[src/rtl/core/ctcgd_pkg.sv]
`default_nettype none
package ctcgd_pkg;

   localparam int LOGIT_W      = 16;
   localparam int CONF_W       = 16;
   localparam int CSR_W        = 7;
   localparam int TOK_W        = 7;
   localparam int TOKEN_ID_W   = 6;
   localparam int JOB_IDX_W    = 8;
   localparam int DIFF_W       = 13;
   localparam int EXP_W        = 17;
   localparam int EXP_STEPS    = 13;
   localparam logic [TOK_W-1:0]  PREV_NONE = 7'h7f;
   localparam logic [CSR_W-1:0]  VOCAB_RESET = 7'd32;
   localparam logic [EXP_W-1:0]  EXP_ONE = 17'h10000;
   localparam logic [CONF_W-1:0] CONF_SAT = 16'hffff;
   localparam logic [DIFF_W-1:0] DIFF_CLIP = 13'd4096;

   typedef struct packed {
      logic signed [LOGIT_W-1:0] logit;
      logic                      end_of_utterance;
   } req_type;

   typedef struct packed {
      logic                  kind;
      logic [TOKEN_ID_W-1:0] token_id;
      logic [CONF_W-1:0]     token_confidence;
      logic [CONF_W-1:0]     utterance_confidence;
      logic                  last;
   } rsp_type;

   typedef struct packed {
      logic                      row_valid;
      logic                      eou;
      logic                      bank;
      logic signed [LOGIT_W-1:0] max_value;
      logic [JOB_IDX_W-1:0]      max_index;
      logic [JOB_IDX_W-1:0]      last_pos;
   } job_type;

   typedef enum logic [3:0] {
      B_IDLE,
      B_READ,
      B_LOAD,
      B_EXP,
      B_ACC,
      B_DIV,
      B_TOK,
      B_AVG,
      B_SUM
   } back_state_type;

   // round(65536 * exp(-2^b / 256))
   function automatic logic [15:0] exp_factor(input logic [3:0] b);
      logic [15:0] f;
      case (b)
         4'd0:    f = 16'd65280;
         4'd1:    f = 16'd65026;
         4'd2:    f = 16'd64520;
         4'd3:    f = 16'd63520;
         4'd4:    f = 16'd61565;
         4'd5:    f = 16'd57835;
         4'd6:    f = 16'd51039;
         4'd7:    f = 16'd39750;
         4'd8:    f = 16'd24109;
         4'd9:    f = 16'd8869;
         4'd10:   f = 16'd1200;
         4'd11:   f = 16'd22;
         default: f = 16'd0;
      endcase
      return f;
   endfunction

endpackage
`default_nettype wire

[src/rtl/core/ctcgd_fifo.sv]
`default_nettype none
module ctcgd_fifo
   import ctcgd_pkg::*;
#(
   parameter int WIDTH = 8
) (
   input  wire logic             clock,
   input  wire logic             reset,
   input  wire logic             push,
   input  wire logic [WIDTH-1:0] push_data,
   output logic                  full,
   input  wire logic             pop,
   output logic [WIDTH-1:0]      pop_data,
   output logic                  empty
);

   // two-entry queue
   logic [WIDTH-1:0] slot_ff [2];
   logic             wptr_ff, wptr_in;
   logic             rptr_ff, rptr_in;
   logic [1:0]       count_ff, count_in;
   logic             do_push, do_pop;

   assign full     = (count_ff == 2'd2);
   assign empty    = (count_ff == 2'd0);
   assign pop_data = slot_ff[rptr_ff];
   assign do_push  = push && !full;
   assign do_pop   = pop && !empty;

   always_comb begin
      wptr_in  = wptr_ff ^ do_push;
      rptr_in  = rptr_ff ^ do_pop;
      count_in = count_ff;
      if (do_push && !do_pop) begin
         count_in = count_ff + 2'd1;
      end else if (do_pop && !do_push) begin
         count_in = count_ff - 2'd1;
      end
   end

   always_ff @(posedge clock) begin
      if (reset) begin
         wptr_ff  <= 1'b0;
         rptr_ff  <= 1'b0;
         count_ff <= 2'd0;
      end else begin
         wptr_ff  <= wptr_in;
         rptr_ff  <= rptr_in;
         count_ff <= count_in;
      end
   end

   always_ff @(posedge clock) begin
      if (do_push) begin
         slot_ff[wptr_ff] <= push_data;
      end
   end

endmodule
`default_nettype wire

[src/rtl/core/ctcgd_front.sv]
`default_nettype none
module ctcgd_front
   import ctcgd_pkg::*;
#(
   parameter int VOCAB_MAX = 64
) (
   input  wire logic                           clock,
   input  wire logic                           reset,
   input  wire logic                           csr_write_enable,
   input  wire logic [CSR_W-1:0]               csr_write_data,
   input  wire logic                           req_push,
   input  wire req_type                        req_data,
   output logic                                req_full,
   output logic                                mem_wr_en,
   output logic [$clog2(VOCAB_MAX):0]          mem_wr_addr,
   output logic signed [LOGIT_W-1:0]           mem_wr_data,
   output logic                                job_push,
   output job_type                             job_data,
   input  wire logic                           job_done
);

   localparam int POS_W = $clog2(VOCAB_MAX);
   localparam int CV_W  = ($clog2(VOCAB_MAX + 1) > CSR_W) ? $clog2(VOCAB_MAX + 1) : CSR_W;
   localparam logic [CV_W-1:0] VMAX = CV_W'(VOCAB_MAX);

   logic [CSR_W-1:0]          vocab_ff;
   logic [POS_W-1:0]          pos_ff, pos_in;
   logic signed [LOGIT_W-1:0] max_ff, max_in;
   logic [POS_W-1:0]          idx_ff, idx_in;
   logic                      bank_ff, bank_in;
   logic [1:0]                busy_ff, busy_in;
   logic [CV_W-1:0]           eff_count;
   logic [CV_W-1:0]           pos_next;
   logic                      accept, row_end;

   always_comb begin
      eff_count = CV_W'(vocab_ff);
      if (vocab_ff == '0) begin
         eff_count = CV_W'(1);
      end else if (eff_count > VMAX) begin
         eff_count = VMAX;
      end
   end

   // both row banks owned by outstanding jobs
   assign req_full = (busy_ff == 2'd2);
   assign accept   = req_push && !req_full;
   assign pos_next = CV_W'(pos_ff) + CV_W'(1);
   assign row_end  = (pos_next >= eff_count);

   assign mem_wr_en   = accept;
   assign mem_wr_addr = {bank_ff, pos_ff};
   assign mem_wr_data = req_data.logit;

   always_comb begin
      max_in = max_ff;
      idx_in = idx_ff;
      if (pos_ff == '0 || req_data.logit > max_ff) begin
         max_in = req_data.logit;
         idx_in = pos_ff;
      end
   end

   assign job_push           = accept && (row_end || req_data.end_of_utterance);
   assign job_data.row_valid = row_end;
   assign job_data.eou       = req_data.end_of_utterance;
   assign job_data.bank      = bank_ff;
   assign job_data.max_value = max_in;
   assign job_data.max_index = JOB_IDX_W'(idx_in);
   assign job_data.last_pos  = JOB_IDX_W'(pos_ff);

   always_comb begin
      pos_in  = pos_ff;
      bank_in = bank_ff;
      busy_in = busy_ff;
      if (accept) begin
         pos_in = job_push ? '0 : pos_ff + POS_W'(1);
      end
      if (job_push) begin
         bank_in = !bank_ff;
      end
      if (job_push && !job_done) begin
         busy_in = busy_ff + 2'd1;
      end else if (job_done && !job_push) begin
         busy_in = busy_ff - 2'd1;
      end
   end

   always_ff @(posedge clock) begin
      if (reset) begin
         vocab_ff <= VOCAB_RESET;
         pos_ff   <= '0;
         bank_ff  <= 1'b0;
         busy_ff  <= 2'd0;
      end else begin
         if (csr_write_enable) begin
            vocab_ff <= csr_write_data;
         end
         pos_ff  <= pos_in;
         bank_ff <= bank_in;
         busy_ff <= busy_in;
      end
   end

   always_ff @(posedge clock) begin
      if (accept) begin
         max_ff <= max_in;
         idx_ff <= idx_in;
      end
   end

endmodule
`default_nettype wire

[src/rtl/core/ctcgd_back.sv]
`default_nettype none
module ctcgd_back
   import ctcgd_pkg::*;
#(
   parameter int VOCAB_MAX = 64,
   parameter int MAX_STEPS = 65536
) (
   input  wire logic                      clock,
   input  wire logic                      reset,
   input  wire logic                      mem_wr_en,
   input  wire logic [$clog2(VOCAB_MAX):0] mem_wr_addr,
   input  wire logic signed [LOGIT_W-1:0] mem_wr_data,
   input  wire logic                      job_empty,
   input  wire job_type                   job_data,
   output logic                           job_pop,
   output logic                           job_done,
   input  wire logic                      out_full,
   output logic                           out_push,
   output rsp_type                        out_data
);

   localparam int POS_W = $clog2(VOCAB_MAX);
   localparam int RS_W  = EXP_W + POS_W;
   localparam int CNT_W = $clog2(MAX_STEPS + 1);
   localparam int CS_W  = CNT_W + CONF_W;
   localparam int DV_W  = (CS_W > 33) ? CS_W : 33;
   localparam int D_W   = (RS_W > CNT_W) ? RS_W : CNT_W;
   localparam int DC_W  = $clog2(DV_W + 1);
   localparam logic [CNT_W-1:0] STEP_CAP = CNT_W'(MAX_STEPS);
   localparam logic [DV_W-1:0]  DIV_ONE  = DV_W'(64'h1_0000_0000);

   logic signed [LOGIT_W-1:0] mem [2**(POS_W+1)];

   back_state_type            state_ff, state_in;
   job_type                   job_ff;
   logic [POS_W-1:0]          i_ff;
   logic signed [LOGIT_W-1:0] rdata_ff;
   logic [DIFF_W-1:0]         diff_ff;
   logic [EXP_W-1:0]          e_ff;
   logic [3:0]                bit_ff;
   logic [RS_W-1:0]           rowsum_ff;
   logic [D_W-1:0]            rem_ff;
   logic [DV_W-1:0]           dvd_ff;
   logic [D_W-1:0]            dvs_ff;
   logic [EXP_W-1:0]          quo_ff;
   logic [DC_W-1:0]           dcnt_ff;
   logic                      div_avg_ff;
   logic [CONF_W-1:0]         conf_ff;
   logic [TOK_W-1:0]          prev_ff;
   logic [CS_W-1:0]           csum_ff;
   logic [CNT_W-1:0]          tcnt_ff;

   logic signed [LOGIT_W:0]   diff_full;
   logic [DIFF_W-1:0]         diff_clip;
   logic [2*EXP_W-1:0]        prod;
   logic [D_W:0]              rem_sh;
   logic                      q_bit;
   logic                      div_last;
   logic [EXP_W-1:0]          quo_next;
   logic [CONF_W-1:0]         quo_sat;
   logic [RS_W-1:0]           rowsum_next;
   logic [TOK_W-1:0]          tok;
   logic                      emit_tok;
   logic                      row_last;

   always_ff @(posedge clock) begin
      if (mem_wr_en) begin
         mem[mem_wr_addr] <= mem_wr_data;
      end
      if (state_ff == B_READ) begin
         rdata_ff <= mem[{job_ff.bank, i_ff}];
      end
   end

   assign diff_full = (LOGIT_W+1)'(job_ff.max_value) - (LOGIT_W+1)'(rdata_ff);
   assign diff_clip = (diff_full > (LOGIT_W+1)'(DIFF_CLIP)) ? DIFF_CLIP : diff_full[DIFF_W-1:0];
   assign prod = (2*EXP_W)'(e_ff) * (2*EXP_W)'(exp_factor(bit_ff)) + (2*EXP_W)'(32768);

   assign rem_sh   = {rem_ff, dvd_ff[DV_W-1]};
   assign q_bit    = (rem_sh >= {1'b0, dvs_ff});
   assign quo_next = {quo_ff[EXP_W-2:0], q_bit};
   assign div_last = (dcnt_ff == DC_W'(DV_W - 1));
   assign quo_sat  = (quo_next >= EXP_W'(CONF_SAT)) ? CONF_SAT : quo_next[CONF_W-1:0];
   assign rowsum_next = rowsum_ff + RS_W'(e_ff);
   assign row_last = (JOB_IDX_W'(i_ff) == job_ff.last_pos);

   // widen, then keep the low 7 bits like the previous-token register
   assign tok      = TOK_W'({{TOK_W{1'b0}}, job_ff.max_index});
   assign emit_tok = (tok != '0) && (tok != prev_ff);

   always_comb begin
      state_in = state_ff;
      case (state_ff)
         B_IDLE: begin
            if (!job_empty) begin
               state_in = job_data.row_valid ? B_READ : B_AVG;
            end
         end
         B_READ:  state_in = B_LOAD;
         B_LOAD:  state_in = B_EXP;
         B_EXP: begin
            if (bit_ff == 4'(EXP_STEPS - 1)) begin
               state_in = B_ACC;
            end
         end
         B_ACC:   state_in = row_last ? B_DIV : B_READ;
         B_DIV: begin
            if (div_last) begin
               if (div_avg_ff) begin
                  state_in = B_SUM;
               end else if (emit_tok) begin
                  state_in = B_TOK;
               end else if (job_ff.eou) begin
                  state_in = B_AVG;
               end else begin
                  state_in = B_IDLE;
               end
            end
         end
         B_TOK: begin
            if (!out_full) begin
               state_in = job_ff.eou ? B_AVG : B_IDLE;
            end
         end
         B_AVG:   state_in = (tcnt_ff == '0) ? B_SUM : B_DIV;
         B_SUM: begin
            if (!out_full) begin
               state_in = B_IDLE;
            end
         end
         default: state_in = B_IDLE;
      endcase
   end

   always_comb begin
      job_pop  = 1'b0;
      job_done = 1'b0;
      out_push = 1'b0;
      out_data = '0;
      case (state_ff)
         B_IDLE:  job_pop = !job_empty;
         B_DIV: begin
            job_done = div_last && !div_avg_ff && !emit_tok && !job_ff.eou;
         end
         B_TOK: begin
            out_push = !out_full;
            job_done = !out_full && !job_ff.eou;
            out_data.token_id         = TOKEN_ID_W'(tok);
            out_data.token_confidence = conf_ff;
         end
         B_SUM: begin
            out_push = !out_full;
            job_done = !out_full;
            out_data.kind = 1'b1;
            out_data.last = 1'b1;
            out_data.utterance_confidence = conf_ff;
         end
         default: begin
            job_pop = 1'b0;
         end
      endcase
   end

   always_ff @(posedge clock) begin
      if (reset) begin
         state_ff <= B_IDLE;
         prev_ff  <= PREV_NONE;
         csum_ff  <= '0;
         tcnt_ff  <= '0;
      end else begin
         state_ff <= state_in;
         if (state_ff == B_DIV && div_last && !div_avg_ff) begin
            prev_ff <= tok;
         end
         if (state_ff == B_TOK && !out_full && tcnt_ff < STEP_CAP) begin
            csum_ff <= csum_ff + CS_W'(conf_ff);
            tcnt_ff <= tcnt_ff + CNT_W'(1);
         end
         if (state_ff == B_SUM && !out_full) begin
            prev_ff <= PREV_NONE;
            csum_ff <= '0;
            tcnt_ff <= '0;
         end
      end
   end

   always_ff @(posedge clock) begin
      case (state_ff)
         B_IDLE: begin
            job_ff    <= job_data;
            i_ff      <= '0;
            rowsum_ff <= '0;
         end
         B_LOAD: begin
            diff_ff <= diff_clip;
            e_ff    <= EXP_ONE;
            bit_ff  <= '0;
         end
         B_EXP: begin
            if (diff_ff[bit_ff]) begin
               e_ff <= prod[16 +: EXP_W];
            end
            bit_ff <= bit_ff + 4'd1;
         end
         B_ACC: begin
            rowsum_ff <= rowsum_next;
            i_ff      <= i_ff + POS_W'(1);
            // 2^32 / row sum
            rem_ff     <= '0;
            dvd_ff     <= DIV_ONE;
            dvs_ff     <= D_W'(rowsum_next);
            quo_ff     <= '0;
            dcnt_ff    <= '0;
            div_avg_ff <= 1'b0;
         end
         B_DIV: begin
            rem_ff  <= q_bit ? D_W'(rem_sh - {1'b0, dvs_ff}) : rem_sh[D_W-1:0];
            dvd_ff  <= {dvd_ff[DV_W-2:0], 1'b0};
            quo_ff  <= quo_next;
            dcnt_ff <= dcnt_ff + DC_W'(1);
            if (div_last) begin
               conf_ff <= quo_sat;
            end
         end
         B_AVG: begin
            rem_ff     <= '0;
            dvd_ff     <= DV_W'(csum_ff);
            dvs_ff     <= D_W'(tcnt_ff);
            quo_ff     <= '0;
            dcnt_ff    <= '0;
            div_avg_ff <= 1'b1;
            conf_ff    <= '0;
         end
         default: begin
            diff_ff <= diff_ff;
         end
      endcase
   end

endmodule
`default_nettype wire

[src/rtl/core/ctc_greedy_decode_confidence_top.sv]
`default_nettype none
// Flow: a row of N logits is taken one per cycle while req_full is low; after the last
//   logit the job is picked up, each entry is read and put through a bit-serial exp, the
//   shared divider forms the confidence and the token result is pushed; a summary divides too.
// Throughput: two row banks let the next row stream in while one is reduced; input
//   stalls only when both banks are held by rows still being reduced.
// Reset: synchronous, active high; clears control and utterance state, vocab count 32.
module ctc_greedy_decode_confidence_top
   import ctcgd_pkg::*;
#(
   parameter int VOCAB_MAX = 64,
   parameter int MAX_STEPS = 65536
) (
   input  wire logic             clock,
   input  wire logic             reset,
   input  wire logic             csr_write_enable,
   input  wire logic [CSR_W-1:0] csr_write_data,
   input  wire logic             req_push,
   input  wire req_type          req_data,
   output logic                  req_full,
   output logic                  rsp_empty,
   input  wire logic             rsp_pop,
   output rsp_type               rsp_data
);

   localparam int AW = $clog2(VOCAB_MAX) + 1;

   logic                      mem_wr_en;
   logic [AW-1:0]             mem_wr_addr;
   logic signed [LOGIT_W-1:0] mem_wr_data;
   logic                      job_push, job_pop, job_empty, job_full, job_done;
   job_type                   job_in, job_out;
   logic                      out_push, out_full;
   rsp_type                   out_data;

   ctcgd_front #(
      .VOCAB_MAX(VOCAB_MAX)
   ) u_front (
      .clock            (clock),
      .reset            (reset),
      .csr_write_enable (csr_write_enable),
      .csr_write_data   (csr_write_data),
      .req_push         (req_push),
      .req_data         (req_data),
      .req_full         (req_full),
      .mem_wr_en        (mem_wr_en),
      .mem_wr_addr      (mem_wr_addr),
      .mem_wr_data      (mem_wr_data),
      .job_push         (job_push),
      .job_data         (job_in),
      .job_done         (job_done)
   );

   ctcgd_fifo #(
      .WIDTH($bits(job_type))
   ) u_job_q (
      .clock     (clock),
      .reset     (reset),
      .push      (job_push),
      .push_data (job_in),
      .full      (job_full),
      .pop       (job_pop),
      .pop_data  (job_out),
      .empty     (job_empty)
   );

   ctcgd_back #(
      .VOCAB_MAX(VOCAB_MAX),
      .MAX_STEPS(MAX_STEPS)
   ) u_back (
      .clock       (clock),
      .reset       (reset),
      .mem_wr_en   (mem_wr_en),
      .mem_wr_addr (mem_wr_addr),
      .mem_wr_data (mem_wr_data),
      .job_empty   (job_empty || job_full && 1'b0),
      .job_data    (job_out),
      .job_pop     (job_pop),
      .job_done    (job_done),
      .out_full    (out_full),
      .out_push    (out_push),
      .out_data    (out_data)
   );

   ctcgd_fifo #(
      .WIDTH($bits(rsp_type))
   ) u_rsp_q (
      .clock     (clock),
      .reset     (reset),
      .push      (out_push),
      .push_data (out_data),
      .full      (out_full),
      .pop       (rsp_pop),
      .pop_data  (rsp_data),
      .empty     (rsp_empty)
   );

endmodule
`default_nettype wire

[config.mk]
export PLATFORM = sky130hd
export DESIGN_NAME = ctc_greedy_decode_confidence_top
export DESIGN_NICKNAME = d
export VERILOG_FILES = /design/src/rtl/core/ctcgd_pkg.sv /design/src/rtl/core/ctcgd_fifo.sv /design/src/rtl/core/ctcgd_front.sv /design/src/rtl/core/ctcgd_back.sv /design/src/rtl/core/ctc_greedy_decode_confidence_top.sv
export SDC_FILE = /design/constraint.sdc
export NUM_CORES = 2
export LEC_CHECK = 0
export BUFFER_PORTS_ARGS = -buffer_cell sky130_fd_sc_hd__buf_4
export CORE_UTILIZATION = 30
export CTS_CLUSTER_SIZE = 40
export DETAILED_ROUTE_END_ITERATION = 8
export GPL_ROUTABILITY_DRIVEN = 0
export PLACE_DENSITY = 0.4
export SLEW_MARGIN = 20
export SYNTH_ARGS = -nofsm -noshare
export SYNTH_HDL_FRONTEND = slang
export SYNTH_SLANG_ARGS = --single-unit
[constraint.sdc]
create_clock -name clock -period 8.2 [get_ports clock]
set_clock_uncertainty 0.05 [all_clocks]
set_input_delay 0.82 -clock clock [delete_from_list [all_inputs] [get_ports clock]]
set_output_delay 0.82 -clock clock [all_outputs]
set_load 0.1 [all_outputs]
### Yosys cells after proc, flatten, opt, wreduce, memory -nomap -nowiden

Memories as Yosys holds them, arrays and structs flattened. A register that Yosys moved wholly into a read port is not among the register bits.
Index checks and enable logic that the tools add are counted.

* register bits: 321
* bits in writable memories: 2190
* bits in read-only memories: 256
* output and inout port bits: 42
* memories kept: 4

Memories
* u_back.mem: words 128, bits a word 16, rd ports 1, clocked after memory_dff 1, wr ports 1, line ctcgd_back.sv:32 `logic signed [LOGIT_W-1:0] mem [2**(POS_W+1)];`
* (name not given): words 16, bits a word 16, rd ports 1, clocked after memory_dff 1, wr ports 0, line ctcgd_pkg.sv:56 `case (b)`
* u_rsp_q.slot_ff: words 2, bits a word 40, rd ports 1, clocked after memory_dff 1, wr ports 1, line ctcgd_fifo.sv:18 `logic [WIDTH-1:0] slot_ff [2];`
* u_job_q.slot_ff: words 2, bits a word 31, rd ports 1, clocked after memory_dff 1, wr ports 1, line ctcgd_fifo.sv:18

* add/sub/neg operators: 17
* multipliers: 1
* magnitude comparators: 8
* equal/unequal tests: 21
* muxes and demuxes: 55
* bitwise operators: 4
* reduce and logical (&&, ||, !) cells: 61

Operator list (number)
* $pmux W23 S2: 3
* $pmux W33 S3: 1
* $pmux W16 S2: 2
* $mux W16: 3
* $mux W4: 9
* $pmux W4 S9: 1
* $mux W17: 2
* $pmux W17 S2: 1
* $add A33 B16 Y33: 1
* $add A33 B16 Y33 const B: 1
* $mul A17 B16 Y33: 1
* $ge A24 B23 Y1: 1
* $pmux W6 S2: 2
* $add A23 B17 Y23: 1
* $mux W23: 1
* $sub A23 B23 Y23: 1
* $logic_and A1 B1 Y1: 22
* $mux W22: 1
* $add A6 B1 Y6 const B: 3
* $add A17 B1 Y17 const B: 1
* $ge A17 B16 Y1 const B: 1
* $gt A17 B13 Y1 const B: 1
* $logic_not A17 Y1: 1
* $lt A17 B17 Y1 const B: 1
* other kinds (41): 105

### Depth between registers and ports, before layout

* depth after elaboration: 11
* depth in mapped cells: 23
* mapped depth without buffers: 21

### Hierarchy

Synthesis repeated with hierarchy kept, for this count alone.

* cells, all modules: 6283
* area, all modules: 112121.3 um^2

Modules (own cells, without submodules)
* ctcgd_back: times used 1, cells an instance 5632, area an instance 102981.3 um^2
* ctcgd_front: times used 1, cells an instance 375, area an instance 3340.7 um^2
* ctcgd_fifo (u_rsp_q): times used 1, cells an instance 146, area an instance 3076.7 um^2
* ctcgd_fifo (u_job_q): times used 1, cells an instance 130, area an instance 2722.6 um^2

### Worst setup path before layout

OpenSTA, ideal clock, no wires.

* kind: reg2reg
* start: reg u_back.state_ff[1]
* end: reg u_back.dcnt_ff[0] (enable)
* library setup time: 0.630 ns
* data arrival time: 6.807 ns
* required time: 7.520 ns
* setup slack: 0.713 ns
* stages on the path, launching flop included: 5
* buffers on the path: 3
* period minus slack after synthesis: 7.487 ns
* path through: dfxtp_1 > buf_2 > buf_1 > buf_1 > a211oi_1

* word-level cells in the longest chain between the ends: 3
* elaborated cells on any way between the ends: 5
* classes of those cells: eq/ne (3); reduce/logical (2)

RTL lines
* start: declaration: line ctcgd_back.sv:34 `back_state_type state_ff, state_in;`
* start signal: assignment: line ctcgd_back.sv:171 `state_ff <= state_in;`
* $eq A4 B3 Y1: line ctcgd_back.sv:188 `case (state_ff)`
* $reduce_or A2 Y1 (no line)
* $reduce_bool A2 Y1 (no line) (*)
* end signal: assignment: line ctcgd_back.sv:220 `dcnt_ff <= dcnt_ff + DC_W'(1);`
* end: declaration: line ctcgd_back.sv:46 `logic [DC_W-1:0] dcnt_ff;`

Mark *: on every way between the ends. The rest lies on a longest branch, timed or not.
A chain may end at the register's enable or synchronous reset.

### Final worst setup path

* start: reg u_back.e_ff[12]
* end: reg u_back.e_ff[16], data pin

* word-level cells in the longest chain between the ends: 4

RTL lines
* start: declaration: line ctcgd_back.sv:39 `logic [EXP_W-1:0] e_ff;`
* start signal: assignment: line ctcgd_back.sv:201 `e_ff <= prod[16 +: EXP_W];`
* $mul A17 B16 Y33: line ctcgd_back.sv:77 `assign prod = (2*EXP_W)'(e_ff) * (2*EXP_W)'(exp_factor(bit_ff)) + (2*EXP_W)'(32768);`
* $add A33 B16 Y33: line ctcgd_back.sv:77
* $mux W17: line ctcgd_back.sv:200 `if (diff_ff[bit_ff]) begin`
* $pmux W17 S2: line ctcgd_back.sv:188

Every way passes these cells. The select of a mux whose other input is x is not followed.

==> metrics.cfg <==
[worst_setup_path]
r2r-start=u_back.e_ff[12]$_SDFFCE_PP0P_
r2r_slack_ns=1.21
slowest_stage=edfxtp_1
crit_type=flip-flop to flip-flop
crit_fanout=17
start_kind=flip-flop
path_common_cell=fa_1
r2r_cells=20
arrival_ns=7.63
worstSetupEndpointType=flip-flop
path_cells=and2_1, fa_1, inv_1, fa_1, fa_1, inv_1, fa_1, fa_1, inv_1, fa_1, inv_1, ha_1, a2111oi_0, o21ai_0, o22a_1, or3_1, o211ai_1, a2111oi_2, o2111a_1, nor3b_1
cp_data_required_time_ns=8.84
cp-startpoint=u_back.e_ff[12]$_SDFFCE_PP0P_
crit_path_end=u_back.e_ff[16]$_SDFFCE_PP1P_
slowest_delay_ns=0.73
r2r_end=u_back.e_ff[16]$_SDFFCE_PP1P_

[clock_tree]
cts_sinks=2538
cts_resized=0
cts_max_path_buffers=4
cts_tree=built
postCtsSetupBuffers=0
cts_max_level=5
cts_hold_buf=0
numCtsBuffers=302
clk_pin_slew_ns=0.06
insertion_delay_ns=0.92
cts_root_buf=clkbuf_16

[global_routing]
gr-total-overflow=0
grt_max_degree=118
top_usage_layer=met2
antenna_found_initial=36
grt_pass1_wl_um=459000
grt_pass1_vias=59200
met3_usage_pct=2.75
grt_usage_pct=17.3
use_met1_pct=23.9
use_met2_pct=28.2

[worst_hold_path]
hold_path.startpoint=csr_write_data[5]
hp-class=input port to flip-flop
whs_path_depth=2

[timing]
finalSetupTns_ns=0
slew_violations=0
setup_viol=0
fin_crit_ns=6.99
worstMarginPinSlew_ns=1.11
max_freq_mhz=143
hold_slack_ns=0.101
hold_violations=0
maxSlewHeadroom_pct=25.6
fin_ws_ns=1.21
period_share_pct=85.3
rsz0062_at_grt=no

[finish]
fin_nets=6872
area_growth_pct=15.5
mostFrequentLayoutCells=edfxtp_1 (2,437), mux4_2 (674), inv_1 (360)
drive_gt1_share_pct=24.1
final_common_cell=edfxtp_1

[logic_synthesis]
yosys_warnings=0
yosysTopAreaCellShare_pct=66.0
yosysSeqAreaShare_pct=67.9
async_flop_share_pct=0
ys.flop_type=edfxtp_1
synthDistinctLibCells=70
ys_seq_elements=2538
syn_area_mm2=0.111
syn_area_per_cell_um2=18.2
synth_area_leaders=edfxtp_1 (66%), mux4_2 (14%), fa_1 (3.8%), ha_1 (2.7%), dfxtp_1 (1.8%)
synth_nets=6577
synth_top_area_cell=edfxtp_1
synth_cells=6101
synth_edf_count=2437

[floorplanning]
coreArea_mm2=0.367
io_pins=71
initial_utilization_pct=30.2
rows=222
die_area_mm2=0.372
die_w_um=610
die_h_um=610

[place]
post-dp-hpwl_um=197000
numPortBuffers=70
dp_slack_ns=1.15

[detailed_routing]
antenna_left=0
avgRoutedWirePerCell_um=28.3
drtIter0Drc=4395
route.detailed.drc=0
drtPass1Iterations=7
drt_wl_total_um=324000
vias_per_cell=4.94
vias=56600

[run]
cap_violations=0

[status]
status=finished clean

==> Yosys cell counts, types with 4 or more instances <==
master / count
a2111oi_0: 5
a211o_1: 5
a211oi_1: 18
a21boi_0: 6
a21o_1: 55
a21oi_1: 121
a221oi_1: 4
a31oi_1: 11
and2_1: 174
and3_1: 44
and4_1: 9
buf_1: 41
buf_2: 50
clkbuf_1: 189
dfxtp_1: 101
edfxtp_1: 2437
fa_1: 211
ha_1: 236
inv_1: 360
mux2_2: 103
mux2i_1: 67
mux4_2: 674
nand2_1: 288
nand2b_1: 22
nand3_1: 49
nand4_1: 31
nor2_1: 348
nor2b_1: 18
nor3_1: 47
nor3b_1: 6
nor4_1: 14
o2111ai_1: 5
o211ai_1: 7
o21a_1: 32
o21ai_0: 75
o21bai_1: 9
o22ai_1: 14
o31ai_1: 9
or2_2: 12
or3_1: 21
xnor2_1: 70
xor2_1: 59
==> metrics by stage <==
stage          util [%]  area [um2]  instances
6_report           34.9      128000      11500
2_1_floorplan         -      111000       6101
3_3_place_gp       32.3      118000      10900
4_1_cts            34.9      128000      11400
3_5_place_dp       32.3      118000      10900
5_1_grt            34.9      128000      11400
==> worst min path at each step <==
| stage | slack, ns | to |
|---|---|---|
| 5_1_grt | 0.07 | u_front.vocab_ff[5]$_SDFFE_PP1P_ |
| 6_report | 0.10 | u_front.vocab_ff[5]$_SDFFE_PP1P_ |
| 4_1_cts | 0.007 | u_front.vocab_ff[5]$_SDFFE_PP1P_ |
| 3_3_place_gp | 0.41 | u_back.csum_ff[14]$_SDFFE_PP0P_ |
| 3_5_place_dp | 0.42 | u_back.csum_ff[3]$_SDFFE_PP0P_ |
| 2_1_floorplan | 0.37 | u_job_q.slot_ff[0][28]$_DFFE_PP_ |
==> sequential cells by signal, summed over array words and instances, names as in the netlist, 17 cells and up, named ones only <==
signal and cells:
u_back.e_ff 17, u_back.rem_ff 23, u_back.rowsum_ff 23, u_back.tcnt_ff 17
u_back.csum_ff 33, u_rsp_q.slot_ff 78, u_back.dvd_ff 33, u_back.mem 2048
u_job_q.slot_ff 62, u_back.job_ff 30, u_back.dvs_ff 23
==> logic make-up (layout without fill, tap and decap cells) <==
kind of cell | Yosys count | in the layout | synth area share (%)
AOI/OAI and AO/OA | 405 | 405 | 2.34
xor gates and xnor gates | 129 | 129 | 1.02
adders and majority gates | 447 | 447 | 6.48
buffers and inverters | 644 | 1175 | 2.26
DFF | 2538 | 2538 | 67.9
muxes | 844 | 844 | 15.4
other | 0 | 9 | 0
and+or+nand+nor | 1094 | 1094 | 4.68
==> layout make-up <==
type / instances / area (um2)
Fill cell: 34500 / 239000
Sequential cell: 2538 / 75200
Multi-Input combinational cell: 2919 / 33700
Clock buffer: 367 / 7910
Tap cell: 4816 / 6030
Timing Repair Buffer: 274 / 2230
Clock inverter: 173 / 1490
Inverter: 361 / 1360
Antenna cell: 9 / 22.5
==> metal layers <==
metal | vias to the layer above | wire, um
li1 | 24400 | -
met1 | 30400 | 145000
met2 | 1269 | 155000
met3 | 437 | 15600
met4 | 12 | 8680
met5 | - | 84
==> worst max-delay path: cells and delay by family (launching register included) <==
| family | cells | cell delay, ns |
|---|---|---|
| AOI/OAI and AO/OA | 6 | 1.61 |
| and+or+nand+nor | 3 | 0.88 |
| DFF | 1 | 0.73 |
| adders and majority gates | 7 | 3.35 |
| buffers and inverters | 4 | 0.20 |
Power is not shown: default switching activity piles up to over one toggle a cycle in this logic, so the estimate is an artifact.
